--- src/hw/rtl/gtw_pkg.sv ---
// gaussian tap weight generator: shared types and constants
// used by gtw_div, gtw_ctrl, gtw_dp and the top level; no dependencies
`timescale 1ns / 1ps

package gtw_pkg;

  // shared divider sizes
  localparam int DIV_W  = 72;
  localparam int DIV_QW = 22;
  localparam int DIV_CW = 5;

  // quotient bit counts per division kind
  localparam int Q_RATIO = 15;
  localparam int Q_EXP   = 22;
  localparam int Q_OFF   = 22;
  localparam int Q_WT    = 17;

  localparam int OFF_W = 22;

  localparam logic [30:0] Q30_ONE       = 31'h4000_0000;
  localparam logic [31:0] TOTAL_MIN_Q30 = 32'd1073741;

  // reciprocals for exact floor division of 32-bit values by 5 (shift 34) and 3 (shift 33)
  localparam logic [31:0] RECIP5 = 32'hCCCC_CCCD;
  localparam logic [31:0] RECIP3 = 32'hAAAA_AAAB;

  typedef enum logic [4:0] {
    CMD_NONE,
    CMD_LOAD,
    CMD_RATIO,
    CMD_PHASE,
    CMD_EXP,
    CMD_X,
    CMD_D5,
    CMD_T_D5,
    CMD_MUL_XT,
    CMD_T_SH2,
    CMD_D3,
    CMD_T_D3,
    CMD_T_SH1,
    CMD_T_SH0,
    CMD_MUL_TT,
    CMD_T_SQ,
    CMD_SAVE,
    CMD_W,
    CMD_M2,
    CMD_M3,
    CMD_OFF,
    CMD_OFF_ST,
    CMD_SCAN_INIT,
    CMD_SCAN,
    CMD_WDIV,
    CMD_EMIT
  } cmd_e;

  typedef struct packed {
    logic div_busy;
    logic div_sat;
    logic sq_last;
    logic j_second;
    logic last_tap;
    logic tiny;
    logic out_free;
  } status_t;

endpackage

--- src/hw/rtl/gtw_div.sv ---
// restoring divider, one quotient bit per cycle
// depends on gtw_pkg for widths
`timescale 1ns / 1ps

module gtw_div (
  input  logic                       clk_i,
  input  logic                       rst_ni,
  input  logic                       start_i,
  input  logic [gtw_pkg::DIV_W-1:0]  num_i,
  input  logic [gtw_pkg::DIV_W-1:0]  den_sh_i,   // divisor pre-shifted to top quotient bit
  input  logic [gtw_pkg::DIV_CW-1:0] cnt_i,
  output logic [gtw_pkg::DIV_QW-1:0] q_o,
  output logic                       busy_o
);

  logic [gtw_pkg::DIV_W-1:0]  rem_q, dsh_q;
  logic [gtw_pkg::DIV_QW-1:0] quo_q;
  logic [gtw_pkg::DIV_CW-1:0] cnt_q;
  logic                       ge;

  assign ge     = rem_q >= dsh_q;
  assign q_o    = quo_q;
  assign busy_o = cnt_q != '0;

  always_ff @(posedge clk_i or negedge rst_ni) begin
    if (!rst_ni) begin
      cnt_q <= '0;
    end else if (start_i) begin
      cnt_q <= cnt_i;
    end else if (cnt_q != '0) begin
      cnt_q <= cnt_q - 1'b1;
    end
  end

  always_ff @(posedge clk_i) begin
    if (start_i) begin
      rem_q <= num_i;
      dsh_q <= den_sh_i;
      quo_q <= '0;
    end else if (cnt_q != '0) begin
      if (ge) begin
        rem_q <= rem_q - dsh_q;
      end
      quo_q <= {quo_q[gtw_pkg::DIV_QW-2:0], ge};
      dsh_q <= dsh_q >> 1;
    end
  end

endmodule

--- src/hw/rtl/gtw_dp.sv ---
// datapath: operand registers, shared multiplier, shared divider, tap stores, output register
// depends on gtw_pkg and gtw_div
`timescale 1ns / 1ps

module gtw_dp #(
  parameter int MAX_TAPS = 8
) (
  input  logic             clk_i,
  input  logic             rst_ni,
  input  gtw_pkg::cmd_e    cmd_i,
  output gtw_pkg::status_t st_o,
  input  logic [47:0]      s_tdata_i,
  output logic             m_tvalid_o,
  input  logic             m_tready_i,
  output logic [47:0]      m_tdata_o,
  output logic             m_tuser_o,
  output logic             m_tlast_o
);

  localparam int IDX_W = (MAX_TAPS > 1) ? $clog2(MAX_TAPS) : 1;
  localparam int N_W   = $clog2(MAX_TAPS + 1);
  localparam int H_W   = IDX_W + 2;
  localparam int HH_W  = 2 * H_W;
  localparam int PR_W  = H_W + 31;
  localparam int TOT_W = 32 + IDX_W;
  localparam int CMP_W = TOT_W + 8;
  localparam int DW    = gtw_pkg::DIV_W;

  // input fields
  logic [11:0] sig_in, sig_fix;
  logic [13:0] src_in, dst_in, src_fix, dst_fix;
  logic [3:0]  n_in;
  logic [N_W-1:0] n_fix;

  // item registers
  logic [13:0]      src_q, dst_q;
  logic [23:0]      ss_q;
  logic [N_W-1:0]   n_q, half_q;
  logic             bad_q, p_q, tiny_q, sat_q;
  logic [IDX_W-1:0] i_q;
  logic             j_q, found_q;
  logic [2:0]       sq_q;
  logic [26:0]      x_q;
  logic [30:0]      t_q, a_q, b_q;
  logic [31:0]      w_cur_q;
  logic [PR_W-1:0]  prod1_q, prod2_q;
  logic [TOT_W-1:0] total_q;
  logic [63:0]      mul_q;
  logic [31:0]      w_mem [MAX_TAPS];
  logic [gtw_pkg::OFF_W-1:0] off_mem [MAX_TAPS];

  // output register
  logic        out_valid_q;
  logic [2:0]  o_num_q;
  logic [23:0] o_off_q;
  logic [15:0] o_wt_q;
  logic [3:0]  o_half_q;
  logic        o_bad_q, o_last_q;

  // combinational helpers
  logic [H_W-1:0]  h, ha, hb;
  logic [HH_W-1:0] hh;
  logic [31:0]     w_new, w_sel;
  logic [CMP_W-1:0] w50;
  logic            below, last_tap, out_free;
  logic [15:0]     wt_val;

  // divider and multiplier controls
  logic                       div_start, div_busy;
  logic [DW-1:0]              div_num, div_den;
  logic [gtw_pkg::DIV_CW-1:0] div_cnt;
  logic [gtw_pkg::DIV_QW-1:0] div_q;
  logic                       mul_en;
  logic [31:0]                mul_a, mul_b;

  assign sig_in  = s_tdata_i[11:0];
  assign src_in  = s_tdata_i[25:12];
  assign dst_in  = s_tdata_i[39:26];
  assign n_in    = s_tdata_i[43:40];
  assign sig_fix = (sig_in == '0) ? 12'd1 : sig_in;
  assign src_fix = (src_in == '0) ? 14'd1 : src_in;
  assign dst_fix = (dst_in == '0) ? 14'd1 : dst_in;

  always_comb begin
    if (n_in == '0) begin
      n_fix = N_W'(1);
    end else if (int'(n_in) > MAX_TAPS) begin
      n_fix = N_W'(MAX_TAPS);
    end else begin
      n_fix = N_W'(n_in);
    end
  end

  // half-pixel positions: 4*i + 2*j + phase
  assign h  = {i_q, j_q, p_q};
  assign ha = {i_q, 1'b0, p_q};
  assign hb = {i_q, 1'b1, p_q};
  assign hh = HH_W'(h) * HH_W'(h);

  assign w_new    = {1'b0, a_q} + {1'b0, b_q};
  assign w_sel    = w_mem[i_q];
  assign w50      = (CMP_W'(w_sel) << 5) + (CMP_W'(w_sel) << 4) + (CMP_W'(w_sel) << 1);
  assign below    = w50 < CMP_W'(total_q);
  assign last_tap = N_W'(i_q) == (n_q - N_W'(1));
  assign out_free = !out_valid_q || m_tready_i;

  always_comb begin
    if (tiny_q) begin
      wt_val = (i_q == '0) ? 16'h8000 : 16'h0000;
    end else begin
      wt_val = div_q[15:0];
    end
  end

  assign st_o.div_busy = div_busy;
  assign st_o.div_sat  = div_q[gtw_pkg::Q_EXP-1];
  assign st_o.sq_last  = sq_q == 3'd7;
  assign st_o.j_second = j_q;
  assign st_o.last_tap = last_tap;
  assign st_o.tiny     = tiny_q;
  assign st_o.out_free = out_free;

  always_comb begin
    div_start = 1'b0;
    div_num   = '0;
    div_den   = '0;
    div_cnt   = '0;
    mul_en    = 1'b0;
    mul_a     = '0;
    mul_b     = '0;
    case (cmd_i)
      gtw_pkg::CMD_RATIO: begin
        div_start = 1'b1;
        div_num   = DW'({src_q, 1'b0}) + DW'(dst_q);
        div_den   = DW'({dst_q, 1'b0}) << (gtw_pkg::Q_RATIO - 1);
        div_cnt   = gtw_pkg::DIV_CW'(gtw_pkg::Q_RATIO);
      end
      gtw_pkg::CMD_EXP: begin
        div_start = 1'b1;
        div_num   = DW'(hh) << 29;
        div_den   = DW'(ss_q) << (gtw_pkg::Q_EXP - 1);
        div_cnt   = gtw_pkg::DIV_CW'(gtw_pkg::Q_EXP);
      end
      gtw_pkg::CMD_D5: begin
        // x / 5 through the reciprocal, taken from the product next cycle
        mul_en = 1'b1;
        mul_a  = 32'(x_q);
        mul_b  = gtw_pkg::RECIP5;
      end
      gtw_pkg::CMD_D3: begin
        mul_en = 1'b1;
        mul_a  = 32'(mul_q >> 30);
        mul_b  = gtw_pkg::RECIP3;
      end
      gtw_pkg::CMD_OFF: begin
        div_start = 1'b1;
        div_cnt   = gtw_pkg::DIV_CW'(gtw_pkg::Q_OFF);
        if (w_cur_q == '0) begin
          // zero weight: plain mean of the two positions
          div_num = ((DW'(ha) + DW'(hb)) << 16) + DW'({src_q, 1'b0});
          div_den = DW'({src_q, 2'b00}) << (gtw_pkg::Q_OFF - 1);
        end else begin
          div_num = ((DW'(prod1_q) + DW'(prod2_q)) << 16) + DW'(mul_q);
          div_den = DW'({mul_q, 1'b0}) << (gtw_pkg::Q_OFF - 1);
        end
      end
      gtw_pkg::CMD_WDIV: begin
        div_start = 1'b1;
        div_num   = (DW'(w_sel) << 15) + DW'(total_q >> 1);
        div_den   = DW'(total_q) << (gtw_pkg::Q_WT - 1);
        div_cnt   = gtw_pkg::DIV_CW'(gtw_pkg::Q_WT);
      end
      gtw_pkg::CMD_MUL_XT: begin
        mul_en = 1'b1;
        mul_a  = 32'(x_q);
        mul_b  = 32'(t_q);
      end
      gtw_pkg::CMD_MUL_TT: begin
        mul_en = 1'b1;
        mul_a  = 32'(t_q);
        mul_b  = 32'(t_q);
      end
      gtw_pkg::CMD_W: begin
        mul_en = 1'b1;
        mul_a  = 32'(ha);
        mul_b  = 32'(a_q);
      end
      gtw_pkg::CMD_M2: begin
        mul_en = 1'b1;
        mul_a  = 32'(hb);
        mul_b  = 32'(b_q);
      end
      gtw_pkg::CMD_M3: begin
        mul_en = 1'b1;
        mul_a  = 32'(src_q);
        mul_b  = w_cur_q;
      end
      default: begin
      end
    endcase
  end

  gtw_div u_div (
    .clk_i    (clk_i),
    .rst_ni   (rst_ni),
    .start_i  (div_start),
    .num_i    (div_num),
    .den_sh_i (div_den),
    .cnt_i    (div_cnt),
    .q_o      (div_q),
    .busy_o   (div_busy)
  );

  // control registers
  always_ff @(posedge clk_i or negedge rst_ni) begin
    if (!rst_ni) begin
      i_q         <= '0;
      j_q         <= 1'b0;
      sq_q        <= '0;
      found_q     <= 1'b0;
      out_valid_q <= 1'b0;
    end else begin
      if (cmd_i == gtw_pkg::CMD_EMIT) begin
        out_valid_q <= 1'b1;
      end else if (out_valid_q && m_tready_i) begin
        out_valid_q <= 1'b0;
      end
      case (cmd_i)
        gtw_pkg::CMD_LOAD: begin
          i_q <= '0;
          j_q <= 1'b0;
        end
        gtw_pkg::CMD_X: begin
          sq_q <= '0;
        end
        gtw_pkg::CMD_T_SQ: begin
          sq_q <= sq_q + 3'd1;
        end
        gtw_pkg::CMD_SAVE: begin
          j_q <= !j_q;
        end
        gtw_pkg::CMD_OFF_ST: begin
          i_q <= i_q + 1'b1;
        end
        gtw_pkg::CMD_SCAN_INIT: begin
          i_q     <= '0;
          found_q <= 1'b0;
        end
        gtw_pkg::CMD_SCAN: begin
          if (!found_q && below) begin
            found_q <= 1'b1;
          end
          i_q <= last_tap ? '0 : i_q + 1'b1;
        end
        gtw_pkg::CMD_EMIT: begin
          i_q <= last_tap ? '0 : i_q + 1'b1;
        end
        default: begin
        end
      endcase
    end
  end

  // payload registers
  always_ff @(posedge clk_i) begin
    if (mul_en) begin
      mul_q <= 64'(mul_a) * 64'(mul_b);
    end
    case (cmd_i)
      gtw_pkg::CMD_LOAD: begin
        src_q   <= src_fix;
        dst_q   <= dst_fix;
        n_q     <= n_fix;
        bad_q   <= (dst_in > src_in) || (dst_in == '0) || (src_in == '0);
        ss_q    <= 24'(sig_fix) * 24'(sig_fix);
        total_q <= '0;
      end
      gtw_pkg::CMD_PHASE: begin
        // even rounded ratio puts samples on half pixels
        p_q <= !div_q[0];
      end
      gtw_pkg::CMD_X: begin
        sat_q <= div_q[gtw_pkg::Q_EXP-1];
        x_q   <= {div_q[gtw_pkg::Q_EXP-2:0], 6'b0};
      end
      gtw_pkg::CMD_T_D5: begin
        t_q <= gtw_pkg::Q30_ONE - 31'(mul_q >> 34);
      end
      gtw_pkg::CMD_T_SH2: begin
        t_q <= gtw_pkg::Q30_ONE - 31'(mul_q >> 32);
      end
      gtw_pkg::CMD_T_D3: begin
        t_q <= gtw_pkg::Q30_ONE - 31'(mul_q >> 33);
      end
      gtw_pkg::CMD_T_SH1: begin
        t_q <= gtw_pkg::Q30_ONE - 31'(mul_q >> 31);
      end
      gtw_pkg::CMD_T_SH0: begin
        t_q <= gtw_pkg::Q30_ONE - 31'(mul_q >> 30);
      end
      gtw_pkg::CMD_T_SQ: begin
        t_q <= 31'(mul_q >> 30);
      end
      gtw_pkg::CMD_SAVE: begin
        if (!j_q) begin
          if (sat_q) begin
            a_q <= '0;
          end else if (i_q == '0 && !p_q) begin
            a_q <= t_q >> 1;
          end else begin
            a_q <= t_q;
          end
        end else begin
          b_q <= sat_q ? '0 : t_q;
        end
      end
      gtw_pkg::CMD_W: begin
        w_cur_q      <= w_new;
        w_mem[i_q]   <= w_new;
        total_q      <= total_q + TOT_W'(w_new);
      end
      gtw_pkg::CMD_M2: begin
        prod1_q <= mul_q[PR_W-1:0];
      end
      gtw_pkg::CMD_M3: begin
        prod2_q <= mul_q[PR_W-1:0];
      end
      gtw_pkg::CMD_OFF_ST: begin
        off_mem[i_q] <= div_q[gtw_pkg::OFF_W-1:0];
      end
      gtw_pkg::CMD_SCAN_INIT: begin
        half_q <= n_q;
        tiny_q <= total_q <= TOT_W'(gtw_pkg::TOTAL_MIN_Q30);
      end
      gtw_pkg::CMD_SCAN: begin
        if (!found_q && below) begin
          half_q <= N_W'(i_q) + N_W'(1);
        end
      end
      gtw_pkg::CMD_EMIT: begin
        o_num_q  <= 3'(i_q);
        o_off_q  <= 24'(off_mem[i_q]);
        o_wt_q   <= wt_val;
        o_half_q <= tiny_q ? 4'd1 : 4'(half_q);
        o_bad_q  <= bad_q;
        o_last_q <= last_tap;
      end
      default: begin
      end
    endcase
  end

  assign m_tvalid_o = out_valid_q;
  assign m_tdata_o  = {1'b0, o_half_q, o_wt_q, o_off_q, o_num_q};
  assign m_tuser_o  = o_bad_q;
  assign m_tlast_o  = o_last_q;

endmodule

--- config.mk ---
export PLATFORM = sky130hd
export DESIGN_NAME = gtw_dp
export DESIGN_NICKNAME = d
export VERILOG_FILES = /design/src/hw/rtl/gtw_pkg.sv /design/src/hw/rtl/gtw_div.sv /design/src/hw/rtl/gtw_dp.sv
export SDC_FILE = /design/constraint.sdc
export NUM_CORES = 2
export LEC_CHECK = 0
export BUFFER_PORTS_ARGS = -buffer_cell sky130_fd_sc_hd__buf_2
export CAP_MARGIN = 20
export CORE_UTILIZATION = 55
export CTS_CLUSTER_DIAMETER = 150
export CTS_CLUSTER_SIZE = 10
export DETAILED_ROUTE_END_ITERATION = 10
export PLACE_DENSITY = 0.71
export SETUP_SLACK_MARGIN = 0.2
export SYNTH_ARGS = -nofsm -noshare
export SYNTH_HDL_FRONTEND = slang
export SYNTH_HIERARCHICAL = 1
export SYNTH_SLANG_ARGS = --single-unit
--- constraint.sdc ---
create_clock -name clk_i -period 10.45 [get_ports clk_i]
set_input_delay 0 -clock clk_i [delete_from_list [all_inputs] [get_ports clk_i]]
set_output_delay 0 -clock clk_i [all_outputs]
set_load 0.005 [all_outputs]
==> results.json <==
{
  "drtIter0Drc": 9456,
  "antenna_found_initial": 43,
  "setup_violations": 0,
  "place_congestion": 1.072,
  "drv_slew": 0,
  "grt_pass1_vias": 74680,
  "p_per_area_nw_per_um2": 216.3,
  "status": "completed",
  "io_pins": 114,
  "fin_crit_sh_pct": 96.92,
  "intPower_mw": 12.42,
  "synth_cells": 9430,
  "start_util_pct": 55.66,
  "ys_async_sr_fraction_pct": 1.347,
  "tns_ns": 0,
  "synth.area.top_cells": "edfxtp_1 32%, fa_1 21%, ha_1 8.9%, inv_1 5.1%, nand2_1 4.2%",
  "hold_start": "s_tdata_i[17]",
  "required_ns": 10.97,
  "worstSetupPathType": "in2reg",
  "avgSynthCellArea_um2": 10.04,
  "synth_top_cell_area_share_pct": 31.82,
  "synth_top_flop_cell": "edfxtp_1",
  "cp_data_arrival_time_ns": 10.65,
  "slew_headroom_pct": 9.604,
  "worst_pin_slew_ns": 1.356,
  "cts.sinks": 1039,
  "ant_nets": 0,
  "min_period_ns": 10.13,
  "coreArea_um2": 170000,
  "cts_buffers": 114,
  "drive_gt1_share_pct": 7.488,
  "p_leak_nw": 43.75,
  "critical_path.startpoint_type": "input port",
  "hold_class": "in2reg",
  "clock_skew_ns": 0.08148,
  "grt.overflow.total": 0,
  "ys_seq_area_share_pct": 32.66,
  "clock_latency_ns": 0.81,
  "synthDistinctLibCells": 114,
  "grt_usage_pct": 39.55,
  "fill_cells": 14240,
  "die_h_um": 416.8,
  "critPathSlowestCell": "a221oi_4",
  "synth_seq_cells": 1039,
  "yosys_warnings": 6,
  "p_sw_mw": 9.840,
  "fin_nets": 11290,
  "power.share.combinational_pct": 57.0,
  "num_rows": 151,
  "hold_viol": 0,
  "syn_to_final_growth_pct": 8.734,
  "vias": 74920,
  "grt_max_degree": 113,
  "pwr-share-seq_pct": 26.3,
  "cts_root_buf": "clkbuf_16",
  "cts_buffer_depth": 3,
  "hpwl_um": 265000,
  "drc": 0,
  "rsz0062_at_grt": "no",
  "synthesis.area_um2": 94640,
  "crit_top_cell": "fa_1",
  "synth_edf_count": 1003,
  "vias_per_cell": 6.313,
  "place_ws_ns": 0.5229,
  "critPathMaxStageDelay_ns": 1.18,
  "numPortBuffers": 106,
  "ir_worst_vdd_mv": 0.3025,
  "drt-wirelength-per-cell_um": 28.88,
  "drt-pass1-iter-count": 9,
  "grt_pass1_wl_um": 497400,
  "swShare_pct": 44.20,
  "die_area_um2": 173700,
  "cp-end-kind": "register",
  "fmax_mhz": 98.73,
  "clockPowerShare_pct": 16.7,
  "dieWidth_um": 416.8,
  "startpoint": "cmd_i[0]",
  "hold_ws_ns": 0.02676,
  "synth_area_leader_cell": "edfxtp_1",
  "maxCapViolCount": 0,
  "cts.htree.levels": 3,
  "cts_tree": "yes",
  "fin_ws_ns": 0.3214,
  "clk_transition_reported_paths_ns": 0.07,
  "timing.rr.start": "w_cur_q[9]",
  "cp_max_fo": 24,
  "totalWireLength_um": 342700
}
==> state kept, by name, indices dropped and copies added, names as in the netlist, 5 cells and up <==
signal and count:
mul_q 64, w_cur_q 32, a_q 31, u_div/dsh_q 72, off_mem 176, src_q 14
u_div/cnt_q 5, w_mem 256, b_q 31, prod1_q 36, o_wt_q 16, x_q 21
o_off_q 22, ss_q 23, dst_q 14, u_div/rem_q 72, total_q 35, t_q 31
u_div/q_o 22, prod2_q 36
==> area by class of cell <==
type,count,area [um2],share of cell area [%]
inverters,1283,4816,4.680
diodes,34,85.08,0.08268
multi-input cells,6652,57580,55.95
clock buffers,169,3059,2.973
flip-flops and latches,1039,30910,30.04
well taps,2218,2775,2.697
repair buffers,463,3462,3.364
clock inverters,9,216.5,0.2103
==> stage by stage <==
stage | utilization, % | std cells | power, mW | cell area [um2]
after CTS | 60.42 | 11830 | 22.03 | 102700
after detailed placement | 58.15 | 11590 | 18.23 | 98880
after global routing | 60.49 | 11850 | 23.72 | 102900
after floorplan | - | 9468 | 14.76 | 94790
final | 60.52 | 11870 | 22.26 | 102900
after global placement | 58.15 | 11590 | 17.88 | 98870
==> worst max-delay path: cells and delay by family <==
kind,cells,cell delay (ns)
xor gates and xnor gates,1,0.08
and+or+nand+nor,3,0.50
muxes,1,0.24
AOI/OAI and AO/OA,10,3.52
adders and majority gates,9,4.66
buffers and inverters,5,1.60
==> Yosys cell counts, types with 13 or more instances <==
master and count:
a222oi_1 30, clkbuf_1 419, buf_1 28, nand4_1 109, o21ai_1 13, xnor2_1 232, a31oi_1 37, or3_1 21
nor4_1 38, a22o_1 34, o21a_1 52, nand2b_1 57, a221oi_1 65, dfxtp_1 22, nor2b_1 106, o211ai_1 22
fa_1 1013, a21o_1 201, and2_1 96, mux2i_1 47, a211oi_1 41, or2_2 19, ha_1 671, o22a_1 31
a22oi_1 204, nand3_1 99, buf_2 29, mux2_2 31, a221o_1 51, o22ai_1 31, nor3_1 72, edfxtp_1 1003
o21ai_0 407, a21boi_0 13, nand2_1 1053, o21bai_1 70, dfrtp_1 14, xor2_1 134, inv_1 1280, and3_1 47
nor2_1 843, buf_4 14, a21oi_1 411
==> routing by layer <==
| metal | track usage, % | up-vias | share of wire, % |
|---|---|---|---|
| met5 | 0 | - | 0.056 |
| met4 | 24.72 | 24 | 7.5 |
| met3 | 11.18 | 967 | 12 |
| met2 | 59.04 | 4442 | 43 |
| met1 | 50.89 | 37260 | 37 |
| li1 | - | 32230 | - |
==> path summary, 6_finish.rpt <==
| path | end | slack (ns) | depth (start not counted) |
|---|---|---|---|
| max reg2reg | mul_q[53] | 0.68 | 26 |
| max in group asynchronous | i_q[2] | 9.87 | 4 |
| min reg2reg | m_tvalid_o | 0.52 | 2 |
| min in group asynchronous | m_tvalid_o | 0.14 | 3 |
| min | src_q[5] | 0.03 | 2 |
| max | mul_q[53] | 0.32 | 29 |
==> what timing repair did <==
action	CTS	global route
setup endpoints to repair	0	4
gates resized for setup	0	3
hold buffers	58	0
endpoints found under the hold margin	70	0
setup buffers	0	0
==> cell usage in the layout (no fill, tap or decap), types with 70 or more instances in the layout <==
cell type,instances
nor2b_1,106
and2_1,95
buf_2,106
a22oi_1,204
nand4_1,109
o21ai_0,400
xor2_1,134
nand2_1,1051
a21oi_1,409
a21o_1,201
xnor2_1,232
nand3_1,98
inv_1,1279
ha_1,671
fa_1,1013
o21bai_1,70
clkbuf_16,114
buf_4,291
edfxtp_1,1003
nor2_1,819
==> power by group through the flow <==
stage          Sequential (mW)  Clock (mW)  Combinational (mW)
4_1_cts                   5.83        3.75                12.5
5_1_grt                   5.88        3.89                14.0
3_3_place_gp              5.90           0                12.0
2_1_floorplan             5.74           0                9.02
3_5_place_dp              5.91           0                12.3
6_report                  5.85        3.72                12.7
==> cells by family (layout without fill, tap and decap cells) <==
group	count (synthesis)	after routing	share of synthesized area, %
simple gates	2618	2618	12.24
compound gates	1861	1861	13.25
buf+inv	1777	1924	7.173
fa+ha+maj	1684	1684	30.30
flops	1039	1039	32.66
xor+xnor	366	366	3.387
mux	83	83	0.9849
other cells	2	74	0.007935
Note: power is estimated with default switching activity, not from simulation.
