[config.mk]
export PLATFORM = sky130hd
export DESIGN_NAME = gtw_ctrl
export DESIGN_NICKNAME = d
export VERILOG_FILES = /design/src/hw/rtl/gtw_pkg.sv /design/src/hw/rtl/gtw_ctrl.sv
export SDC_FILE = /design/constraint.sdc
export NUM_CORES = 1
export LEC_CHECK = 0
export ABC_AREA = 1
export BUFFER_PORTS_ARGS = -buffer_cell sky130_fd_sc_hd__buf_2
export CELL_PAD_IN_SITES_DETAIL_PLACEMENT = 1
export CELL_PAD_IN_SITES_GLOBAL_PLACEMENT = 2
export CORE_MARGIN = 5
export CORE_UTILIZATION = 35
export DETAILED_ROUTE_END_ITERATION = 12
export GPL_ROUTABILITY_DRIVEN = 0
export PLACE_DENSITY = 0.88
export SETUP_SLACK_MARGIN = 0.3
export SLEW_MARGIN = 15
export SYNTH_ARGS = -nofsm -noshare
export SYNTH_HDL_FRONTEND = slang
export SYNTH_SLANG_ARGS = --single-unit
[constraint.sdc]
create_clock -name clk_i -period 3.1 [get_ports clk_i]
set_input_delay 0.31 -clock clk_i [delete_from_list [all_inputs] [get_ports clk_i]]
set_output_delay 0.31 -clock clk_i [all_outputs]
set_load 0.1 [all_outputs]
[src/hw/rtl/gtw_pkg.sv]
// gaussian tap weight generator: shared types and constants
// used by gtw_div, gtw_ctrl, gtw_dp and the top level; no dependencies
`timescale 1ns / 1ps

package gtw_pkg;

  // shared divider sizes
  localparam int DIV_W  = 72;
  localparam int DIV_QW = 22;
  localparam int DIV_CW = 5;

  // quotient bit counts per division kind
  localparam int Q_RATIO = 15;
  localparam int Q_EXP   = 22;
  localparam int Q_OFF   = 22;
  localparam int Q_WT    = 17;

  localparam int OFF_W = 22;

  localparam logic [30:0] Q30_ONE       = 31'h4000_0000;
  localparam logic [31:0] TOTAL_MIN_Q30 = 32'd1073741;

  // reciprocals for exact floor division of 32-bit values by 5 (shift 34) and 3 (shift 33)
  localparam logic [31:0] RECIP5 = 32'hCCCC_CCCD;
  localparam logic [31:0] RECIP3 = 32'hAAAA_AAAB;

  typedef enum logic [4:0] {
    CMD_NONE,
    CMD_LOAD,
    CMD_RATIO,
    CMD_PHASE,
    CMD_EXP,
    CMD_X,
    CMD_D5,
    CMD_T_D5,
    CMD_MUL_XT,
    CMD_T_SH2,
    CMD_D3,
    CMD_T_D3,
    CMD_T_SH1,
    CMD_T_SH0,
    CMD_MUL_TT,
    CMD_T_SQ,
    CMD_SAVE,
    CMD_W,
    CMD_M2,
    CMD_M3,
    CMD_OFF,
    CMD_OFF_ST,
    CMD_SCAN_INIT,
    CMD_SCAN,
    CMD_WDIV,
    CMD_EMIT
  } cmd_e;

  typedef struct packed {
    logic div_busy;
    logic div_sat;
    logic sq_last;
    logic j_second;
    logic last_tap;
    logic tiny;
    logic out_free;
  } status_t;

endpackage

[src/hw/rtl/gtw_ctrl.sv]
// sequencer for the tap weight generator: one-hot state machine issuing datapath commands
// depends on gtw_pkg for command and status types
`timescale 1ns / 1ps

module gtw_ctrl (
  input  logic             clk_i,
  input  logic             rst_ni,
  input  logic             s_tvalid_i,
  output logic             s_tready_o,
  output gtw_pkg::cmd_e    cmd_o,
  input  gtw_pkg::status_t st_i
);

  typedef enum logic [28:0] {
    S_IDLE   = 29'(1) << 0,
    S_RATIO  = 29'(1) << 1,
    S_RATIO_W = 29'(1) << 2,
    S_EXP    = 29'(1) << 3,
    S_EXP_W  = 29'(1) << 4,
    S_D5     = 29'(1) << 5,
    S_D5_T   = 29'(1) << 6,
    S_M1     = 29'(1) << 7,
    S_T1     = 29'(1) << 8,
    S_M2     = 29'(1) << 9,
    S_D3     = 29'(1) << 10,
    S_D3_T   = 29'(1) << 11,
    S_M3     = 29'(1) << 12,
    S_T3     = 29'(1) << 13,
    S_M4     = 29'(1) << 14,
    S_T4     = 29'(1) << 15,
    S_SQM    = 29'(1) << 16,
    S_SQT    = 29'(1) << 17,
    S_SAVE   = 29'(1) << 18,
    S_W      = 29'(1) << 19,
    S_P2     = 29'(1) << 20,
    S_P3     = 29'(1) << 21,
    S_OFF    = 29'(1) << 22,
    S_OFF_W  = 29'(1) << 23,
    S_SCAN0  = 29'(1) << 24,
    S_SCAN   = 29'(1) << 25,
    S_WT     = 29'(1) << 26,
    S_WT_W   = 29'(1) << 27,
    S_EMIT   = 29'(1) << 28
  } state_e;

  state_e state_q, state_d;

  assign s_tready_o = state_q == S_IDLE;

  always_comb begin
    state_d = state_q;
    cmd_o   = gtw_pkg::CMD_NONE;
    case (state_q)
      S_IDLE: begin
        if (s_tvalid_i) begin
          cmd_o   = gtw_pkg::CMD_LOAD;
          state_d = S_RATIO;
        end
      end
      S_RATIO: begin
        cmd_o   = gtw_pkg::CMD_RATIO;
        state_d = S_RATIO_W;
      end
      S_RATIO_W: begin
        if (!st_i.div_busy) begin
          cmd_o   = gtw_pkg::CMD_PHASE;
          state_d = S_EXP;
        end
      end
      S_EXP: begin
        cmd_o   = gtw_pkg::CMD_EXP;
        state_d = S_EXP_W;
      end
      S_EXP_W: begin
        if (!st_i.div_busy) begin
          cmd_o   = gtw_pkg::CMD_X;
          // exponent of 32 or more gives a zero sample
          state_d = st_i.div_sat ? S_SAVE : S_D5;
        end
      end
      S_D5: begin
        cmd_o   = gtw_pkg::CMD_D5;
        state_d = S_D5_T;
      end
      S_D5_T: begin
        cmd_o   = gtw_pkg::CMD_T_D5;
        state_d = S_M1;
      end
      S_M1: begin
        cmd_o   = gtw_pkg::CMD_MUL_XT;
        state_d = S_T1;
      end
      S_T1: begin
        cmd_o   = gtw_pkg::CMD_T_SH2;
        state_d = S_M2;
      end
      S_M2: begin
        cmd_o   = gtw_pkg::CMD_MUL_XT;
        state_d = S_D3;
      end
      S_D3: begin
        cmd_o   = gtw_pkg::CMD_D3;
        state_d = S_D3_T;
      end
      S_D3_T: begin
        cmd_o   = gtw_pkg::CMD_T_D3;
        state_d = S_M3;
      end
      S_M3: begin
        cmd_o   = gtw_pkg::CMD_MUL_XT;
        state_d = S_T3;
      end
      S_T3: begin
        cmd_o   = gtw_pkg::CMD_T_SH1;
        state_d = S_M4;
      end
      S_M4: begin
        cmd_o   = gtw_pkg::CMD_MUL_XT;
        state_d = S_T4;
      end
      S_T4: begin
        cmd_o   = gtw_pkg::CMD_T_SH0;
        state_d = S_SQM;
      end
      S_SQM: begin
        cmd_o   = gtw_pkg::CMD_MUL_TT;
        state_d = S_SQT;
      end
      S_SQT: begin
        cmd_o   = gtw_pkg::CMD_T_SQ;
        state_d = st_i.sq_last ? S_SAVE : S_SQM;
      end
      S_SAVE: begin
        cmd_o   = gtw_pkg::CMD_SAVE;
        state_d = st_i.j_second ? S_W : S_EXP;
      end
      S_W: begin
        cmd_o   = gtw_pkg::CMD_W;
        state_d = S_P2;
      end
      S_P2: begin
        cmd_o   = gtw_pkg::CMD_M2;
        state_d = S_P3;
      end
      S_P3: begin
        cmd_o   = gtw_pkg::CMD_M3;
        state_d = S_OFF;
      end
      S_OFF: begin
        cmd_o   = gtw_pkg::CMD_OFF;
        state_d = S_OFF_W;
      end
      S_OFF_W: begin
        if (!st_i.div_busy) begin
          cmd_o   = gtw_pkg::CMD_OFF_ST;
          state_d = st_i.last_tap ? S_SCAN0 : S_EXP;
        end
      end
      S_SCAN0: begin
        cmd_o   = gtw_pkg::CMD_SCAN_INIT;
        state_d = S_SCAN;
      end
      S_SCAN: begin
        cmd_o   = gtw_pkg::CMD_SCAN;
        state_d = st_i.last_tap ? S_WT : S_SCAN;
      end
      S_WT: begin
        if (st_i.tiny) begin
          state_d = S_EMIT;
        end else begin
          cmd_o   = gtw_pkg::CMD_WDIV;
          state_d = S_WT_W;
        end
      end
      S_WT_W: begin
        if (!st_i.div_busy) begin
          state_d = S_EMIT;
        end
      end
      S_EMIT: begin
        if (st_i.out_free) begin
          cmd_o   = gtw_pkg::CMD_EMIT;
          state_d = st_i.last_tap ? S_IDLE : S_WT;
        end
      end
      default: begin
        state_d = S_IDLE;
      end
    endcase
  end

  always_ff @(posedge clk_i or negedge rst_ni) begin
    if (!rst_ni) begin
      state_q <= S_IDLE;
    end else begin
      state_q <= state_d;
    end
  end

endmodule

==> results.cfg, run 1 <==
[pwr]
p_switching_mw = 0.704
power_mw = 1.45
p_sw_frac = 0.485
comb_power_share = 0.482
internal-power_mw = 0.748
vdd_ir_drop_max_uv = 490
p_per_area_nw_per_um2 = 594
clockPowerShare = 0.223
p_leak_nw = 1.30
seqPwrFrac = 0.295

[floorplan]
io_pins = 16
core-area_um2 = 6240
row_count = 29
die_h_um = 89.3
fp.dieArea_um2 = 7980
initial_utilization = 0.353
die_x_um = 89.3

[critical_path]
worstPathRequired_ps = 2790
path_class = flip-flop to output pin
critPathArrivalTime_ps = 2340
cp-end-kind = output pin
cp-startpoint = state_q[15]
cp_max_fo = 19
reg2reg_from = state_q[24]
critPathLaunchType = flip-flop

[timing]
hold_viol = 0
fmax_mhz = 377
fin_ws_ps = 448
tightest_slew_ps = 657
rsz0062_at_grt = yes
setup_tns_ps = 0
skew_ps = 6.87
slew_headroom = 0.562
report.final.setup_viol = 0
finalCriticalPeriod_ps = 2650
timing.final.crit_share = 0.855
drv_slew = 0

[final_layout]
final_cells = 416
seqCellArea_um2 = 727
multi_input_area_um2 = 1260
fin_nets = 348
regMostFlops = state_q
fillers = 856
largest_reg_flops = 29
drive_gt1_frac = 0.227
fin_util = 0.392
antennaDiodeCount = 0
reg_top3 = state_q x29
area_delta_synth_final_pct = 11.0

[synthesis]
yosysWarnings = 0
ys_ff_latch = 29
syn_avg_cell_area_um2 = 6.91
syn_area_um2 = 2200
synth.distinct_cells = 30
yosysSeqAreaShare = 0.330
syn_inst = 319
syn_nets = 329

[cts]
cts_hold_buf = 0
max-clock-path-buffers = 2
cts_resized = 0
cts.sink_count = 29
cts-root-buf = clkbuf_8
post_cts_buffers = 0
cts_tree = done
clkTransAtPathRegs_ps = 70
cts-htree-levels = 2
worstSkewPairLatency_ps = 280
cts_made_buffers = 5

[place]
io_buffers = 15
placed_cells = 408
hpwl_um = 4840
place_ws_ps = 640

[routing]
drc = 0
routed_via_density = 4.77
wire_per_inst_um = 13.9
drtAntennaViolNets = 0
route.final.wire_length_um = 5800
drt_first_pass_iters = 4
vias = 1986
drt_iter0_drc = 71

[global_route]
gr-total-overflow = 0
antenna_found_initial = 0
grt_pass1_wl_um = 9930
grt_max_degree = 30
grtUsageTotal = 0.163
grt_pass1_vias = 2104

[status]
status = complete, no violations

[run]
maxCapViolCount = 0

[hold_path]
hp-class = primary input to asynchronous set/reset pin
==> cell usage in the layout, fill, tap and decap left out, types with 4 or more instances in the layout <==
cell,instances
nor3_1,10
nor2_1,70
inv_1,40
o21ai_2,5
nor2_4,8
nand2_1,67
a21oi_1,11
clkbuf_8,6
nand3_1,16
nand4_1,8
dfrtp_1,28
clkbuf_4,4
buf_2,11
nand2_2,9
nand2_4,5
nor2_2,15
==> synthesized netlist by cell type (all sizes together) <==
master	n	area, um2
a211oi	1	7.51
a21o	1	7.51
a21oi	12	63.8
buf	3	33.8
dfrtp	28	701
dfstp	1	26.3
inv	47	186
nand2	83	404
nand3	16	80.1
nand3b	4	42.5
nand4	8	50.1
nor2	94	467
nor3	11	60.1
nor4	1	6.26
o21ai	7	53.8
o31ai	1	7.51
or2	1	6.26
==> power by group through the flow <==
stage	Clock [mW]	Combinational [mW]	Sequential (mW)
2_1_floorplan	0	0.584	0.431
3_3_place_gp	0	0.690	0.435
3_5_place_dp	0	0.698	0.436
4_1_cts	0.333	0.700	0.429
5_1_grt	0.352	0.758	0.433
6_report	0.324	0.699	0.429
==> through the flow <==
step	hold slack, ps	cell area [um2]
2_1_floorplan	14.4	2210
6_report	47.0	2440
5_1_grt	120	2440
3_5_place_dp	389	2340
4_1_cts	85.6	2430
3_3_place_gp	382	2340
==> critical path, stage by stage, from the launching register on <==
cell and delay (ps):
dfrtp_1 400, nor2_2 220, nand2_4 110, nor2_8 190, nand2_8 140, nor2_4 130
inv_1 60, or2_1 230, nand2_1 90, nor3_1 50, nand2_1 100, clkbuf_4 330
==> per-layer routing <==
layer | routed length [um] | global-route usage
met5 | 0 | 0
met4 | 143 | 0.0595
met3 | 152 | 0.0350
met1 | 2790 | 0.213
met2 | 2710 | 0.265
==> cell type report <==
type,count,area share
multi-input cells,240,0.514
flip-flops and latches,29,0.297
repair buffers,15,0.0348
clock buffers,8,0.0368
well taps,77,0.0394
inverters,47,0.0778
==> worst paths after layout <==
kind                               end  slack, ps  cells after the start
max                           cmd_o[2]        450                     11
max reg2reg                 state_q[0]       1120                     12
max in group asynchronous   state_q[4]       2610                      1
min in group clk_i          state_q[5]        240                      2
min                        state_q[28]         50                      1
min reg2reg                 state_q[0]        550                      2
==> kinds of logic (layout without fill, tap and decap cells) <==
family,Yosys count,after routing,synth area share
AOI/OAI and AO/OA,22,22,0.0636
buffers and inverters,50,70,0.0999
DFF,29,29,0.330
and+or+nand+nor,218,218,0.507
(Power assumes the default switching activity.)
==> run 2: changes to the inputs <==
--- a/config.mk
+++ b/config.mk
@@ -6,7 +6,7 @@
 export NUM_CORES = 1
 export LEC_CHECK = 0
 export ABC_AREA = 1
-export BUFFER_PORTS_ARGS = -buffer_cell sky130_fd_sc_hd__buf_2
+export BUFFER_PORTS_ARGS = -buffer_cell sky130_fd_sc_hd__buf_4
 export CELL_PAD_IN_SITES_DETAIL_PLACEMENT = 1
 export CELL_PAD_IN_SITES_GLOBAL_PLACEMENT = 2
 export CORE_MARGIN = 5
==> run 2 against run 1 <==
Net effect: worst setup slack improved by 8.0 ps; clock skew is 5.0 ps lower; combinational power up 2%; worst hold slack gained 160 ps; cell count rose by 0.24%; routed wire length is 0.31% lower; critical path type unchanged; via count up 0.20%; core utilization increased by 0.60 points; count of clock-buffer cells in the layout unchanged; register-to-register slack improved by 50 ps; non-clock buffer count grew 1; flip-flop and latch count is the same.
==> results.cfg, run 2 (same netlist as run 1, synthesis figures left out) <==
[hold_path]
hp-class = primary input to flip-flop

[timing]
finalCriticalPeriod_ps = 2640
fmax_mhz = 378
slew_headroom = 0.751
report.final.setup_viol = 0
tightest_slew_ps = 373
rsz0062_at_grt = no
skew_ps = 1.90
fin_hold_ws_ps = 206
hold_viol = 0
timing.final.crit_share = 0.853
setup_tns_ps = 0
fin_ws_ps = 456
drv_slew = 0

[routing]
vias = 1990
routed_via_density = 4.77
drtAntennaViolNets = 0
route.final.wire_length_um = 5780
wire_per_inst_um = 13.9
drc = 0
drt_iter0_drc = 64
drt_first_pass_iters = 5

[place]
hpwl_um = 4880
io_buffers = 15
place_ws_ps = 770

[critical_path]
cp_slowest_stage_delay_ps = 380
reg2reg_depth = 12
rrSetupSlack_ps = 1170
critPathLaunchType = flip-flop
path_cells = nor2_2 > nand2_2 > nor2_4 > nand2_8 > nor3_2 > nand2_1 > nand2_1 > nor2_1 > nand3b_1 > buf_4
reg2reg_from = state_q[24]
critPathArrivalTime_ps = 2330
cp_max_fo = 19
worstPathRequired_ps = 2790
cp-end-kind = output pin
r2r-end = state_q[0]
critPathSlowestCell = dfrtp_1
crit_path_end = cmd_o[4]
cp_common_cell = nand2_1
cp-startpoint = state_q[4]
path_class = flip-flop to output pin

[floorplan]
io_pins = 16
die_h_um = 89.3
fp.dieArea_um2 = 7980
die_x_um = 89.3
core-area_um2 = 6240
initial_utilization = 0.353
row_count = 29

[global_route]
gr-total-overflow = 0
grt_pass1_vias = 2121
antenna_found_initial = 0
grtUsageTotal = 0.164
grt_pass1_wl_um = 9940
grt_max_degree = 30

[final_layout]
regMostFlops = state_q
fin_nets = 349
fin_util = 0.398
seqCellArea_um2 = 727
reg_top3 = state_q x29
mostFrequentLayoutCell = nor2_1
area_delta_synth_final_pct = 12.7
largest_reg_flops = 29
drive_gt1_frac = 0.226
multi_input_area_um2 = 1260
antennaDiodeCount = 0
fillers = 822
layout_common_cells = nor2_1 (70), nand2_1 (67), inv_1 (40)

[pwr]
p_per_area_nw_per_um2 = 589
p_leak_nw = 1.31
vdd_ir_drop_max_uv = 474

[status]
status = complete, no violations

[cts]
cts.sink_count = 29
cts_tree = done
cts_resized = 0
max-clock-path-buffers = 2
cts-htree-levels = 2
cts_made_buffers = 5
clkTransAtPathRegs_ps = 60
post_cts_buffers = 0
worstSkewPairLatency_ps = 280
cts-root-buf = clkbuf_8

[run]
maxCapViolCount = 0
[run 2: through the flow]
stage / power [mW] / cells / area, um2
final: 1.46 / 417 / 2480
after global routing: 1.56 / 417 / 2480
after CTS: 1.48 / 417 / 2480
after detailed placement: 1.15 / 408 / 2380
after global placement: 1.15 / 408 / 2380
after floorplan: 1.02 / 319 / 2210
[run 2: how the worst min path moves through the flow]
stage,from,to,slack (ps),cells after the start
floorplan,rst_ni,state_q[10],10,0
global placement,rst_ni,state_q[28],260,1
detailed placement,rst_ni,state_q[28],260,1
CTS,st_i[5],state_q[5],210,2
global route,st_i[5],state_q[5],200,2
finish,st_i[5],state_q[5],210,2
[run 2: worst max-delay path: cells and delay by family, from the launching register on]
family                 cells  cell delay (ps)
and+or+nand+nor            9             1350
buffers and inverters      1              300
DFF                        1              380
[run 2: repair_timing]
item / CTS / global route
hold endpoints to repair: 28 / 0
endpoints found under the setup margin: 0 / 0
hold buffers: 1 / 0
[run 2: area by class of cell]
cell class | count | area share
inverter | 47 | 0.0766
clock buffer | 8 | 0.0363
timing repair buffer | 16 | 0.0494
sequential | 29 | 0.293
tap | 77 | 0.0388
multi-input combinational | 240 | 0.506
[run 2: power by group]
part | switching [mW] | leakage, nW | internal, mW | total, mW
clock | 0.140 | 0.0455 | 0.181 | 0.321
sequential | 0.0211 | 0.400 | 0.408 | 0.429
combinational | 0.540 | 0.865 | 0.174 | 0.714
[run 2: per-layer routing]
metal | routed length, um | share of wire | GRT usage | vias up
li1 | - | - | - | 1034
met1 | 2720 | 0.47 | 0.208 | 930
met2 | 2860 | 0.49 | 0.284 | 18
met3 | 124 | 0.021 | 0.0295 | 8
met4 | 71 | 0.012 | 0.0447 | 0
met5 | 0 | 0 | 0 | -
==> run 3: changes to the inputs <==
--- a/config.mk
+++ b/config.mk
@@ -9,8 +9,10 @@
 export BUFFER_PORTS_ARGS = -buffer_cell sky130_fd_sc_hd__buf_4
 export CELL_PAD_IN_SITES_DETAIL_PLACEMENT = 1
 export CELL_PAD_IN_SITES_GLOBAL_PLACEMENT = 2
+export CORE_ASPECT_RATIO = 2
 export CORE_MARGIN = 5
 export CORE_UTILIZATION = 35
+export CTS_CLUSTER_SIZE = 28
 export DETAILED_ROUTE_END_ITERATION = 12
 export GPL_ROUTABILITY_DRIVEN = 0
 export PLACE_DENSITY = 0.88
==> run 3 against run 2 <==
Net effect: worst hold slack gained 13 ps; register-to-register slack is essentially flat; sequential share of layout area shrank 1.1 points; clock power grew 75%; first-iteration DRC count grew 6.3%; via count grew 1.7%; design area grew 4.1%; cell count grew 2.2%; critical path type unchanged.
==> results.cfg, run 3 (same netlist as run 1, synthesis figures left out) <==
[floorplan]
die_x_um = 66.1
core-area_um2 = 6210
initial_utilization = 0.355
die_h_um = 122
io_pins = 16
row_count = 41
fp.dieArea_um2 = 8080

[timing]
setup_tns_ps = 0
skew_ps = 3.28
tightest_slew_ps = 382
slew_headroom = 0.745
fin_hold_ws_ps = 219
fmax_mhz = 379
timing.final.crit_share = 0.851
drv_slew = 0
finalCriticalPeriod_ps = 2640
rsz0062_at_grt = no
report.final.setup_viol = 0
fin_ws_ps = 461
hold_viol = 0

[routing]
drt_iter0_drc = 68
routed_via_density = 4.75
drt_first_pass_iters = 4
drtAntennaViolNets = 0
drc = 0
wire_per_inst_um = 14.1
route.final.wire_length_um = 5990
vias = 2023

[place]
place_ws_ps = 748
hpwl_um = 5040
placed_cells = 417
io_buffers = 15

[cts]
cts.sink_count = 29
cts_made_buffers = 5
clkTransAtPathRegs_ps = 50
cts-htree-levels = 2
worstSkewPairLatency_ps = 280
post_cts_buffers = 0
max-clock-path-buffers = 2
cts_tree = done
cts-root-buf = clkbuf_16

[pwr]
p_per_area_nw_per_um2 = 663
vdd_ir_drop_max_uv = 739
p_leak_nw = 1.35

[status]
status = complete, no violations

[final_layout]
antennaDiodeCount = 0
layout_common_cells = nor2_1 (70), nand2_1 (67), inv_1 (40)
regMostFlops = state_q
drive_gt1_frac = 0.229
fin_util = 0.416
fin_nets = 349
final_cells = 426
area_delta_synth_final_pct = 17.3
reg_top3 = state_q x29
mostFrequentLayoutCell = nor2_1
largest_reg_flops = 29

[critical_path]
critPathArrivalTime_ps = 2330
cp_max_fo = 19
critPathSlowestCell = dfrtp_1
cp-end-kind = output pin
path_class = flip-flop to output pin
critical-path-top-delay-family = simple AND/OR/NAND/NOR gates
critPathLaunchType = flip-flop
path_cells = nor2_1 > nand2_2 > nor2_4 > nand2_8 > nor3_2 > nand2_1 > nand2_1 > nor2_1 > nand3b_1 > buf_6
worstPathRequired_ps = 2790
cp_slowest_stage_delay_ps = 400
cp_num_buf_inv = 1

[run]
maxCapViolCount = 0

[global_route]
grt_max_degree = 30
antenna_found_initial = 0
grt_pass1_wl_um = 10300
grt_pass1_vias = 2229
gr-total-overflow = 0
grtUsageTotal = 0.168

[hold_path]
hp-class = primary input to flip-flop
[run 3: cell types whose count changed in the layout (fill, tap and decap cells not counted), sizes merged]
cell,delta
bufinv,+1
clkbuf,-1
[run 3: worst register-to-register path, delay by kind of cell (launching register included)]
kind | cells | cell delay (ps)
AND/OR/NAND/NOR | 6 | 770
flip-flops | 1 | 400
buffers and inverters | 4 | 490
AO/OA/AOI/OAI | 2 | 190
[run 3: final timing paths]
kind / from / endpoint / slack, ps / cells past startpoint
min in group asynchronous: rst_ni / state_q[5] / 490 / 2
max in group asynchronous: rst_ni / state_q[0] / 2300 / 2
hold reg to reg: state_q[0] / state_q[0] / 540 / 2
setup / recovery: state_q[2] / cmd_o[4] / 460 / 10
setup reg to reg: state_q[24] / state_q[0] / 1180 / 12
hold / removal: st_i[5] / state_q[5] / 220 / 2
[run 3: cell type report]
type | instances | area, um2
Clock inverter | 1 | 30.0
Sequential cell | 29 | 727
Timing Repair Buffer | 16 | 130
Clock buffer | 7 | 143
Multi-Input combinational cell | 240 | 1260
Inverter | 47 | 190
Tap cell | 86 | 108
Fill cell | 791 | 3620
[run 3: through the flow]
step | total power [mW] | area, um2
finish | 1.71 | 2580
global route | 1.80 | 2580
CTS | 1.73 | 2580
detailed placement | 1.16 | 2390
global placement | 1.14 | 2390
floorplan | 1.02 | 2210
[run 3: repair_timing]
action / in CTS / in global routing
endpoints found under the setup margin: 0 / 2
gates resized for setup: 0 / 2
hold endpoints to repair: 28 / 0
hold buffers: 1 / 0
[run 3: per-layer routing]
| layer | global-route usage | routed length (um) | vias up |
|---|---|---|---|
| li1 | - | - | 1035 |
| met4 | 0.0483 | 90 | 0 |
| met3 | 0.0293 | 210 | 7 |
| met1 | 0.178 | 2320 | 953 |
| met2 | 0.324 | 3370 | 28 |
| met5 | 0 | 0 | - |
[run 3: power breakdown]
part	internal, mW	total [mW]	switching [mW]
combinational	0.175	0.720	0.545
clock	0.400	0.563	0.163
sequential	0.409	0.430	0.0210
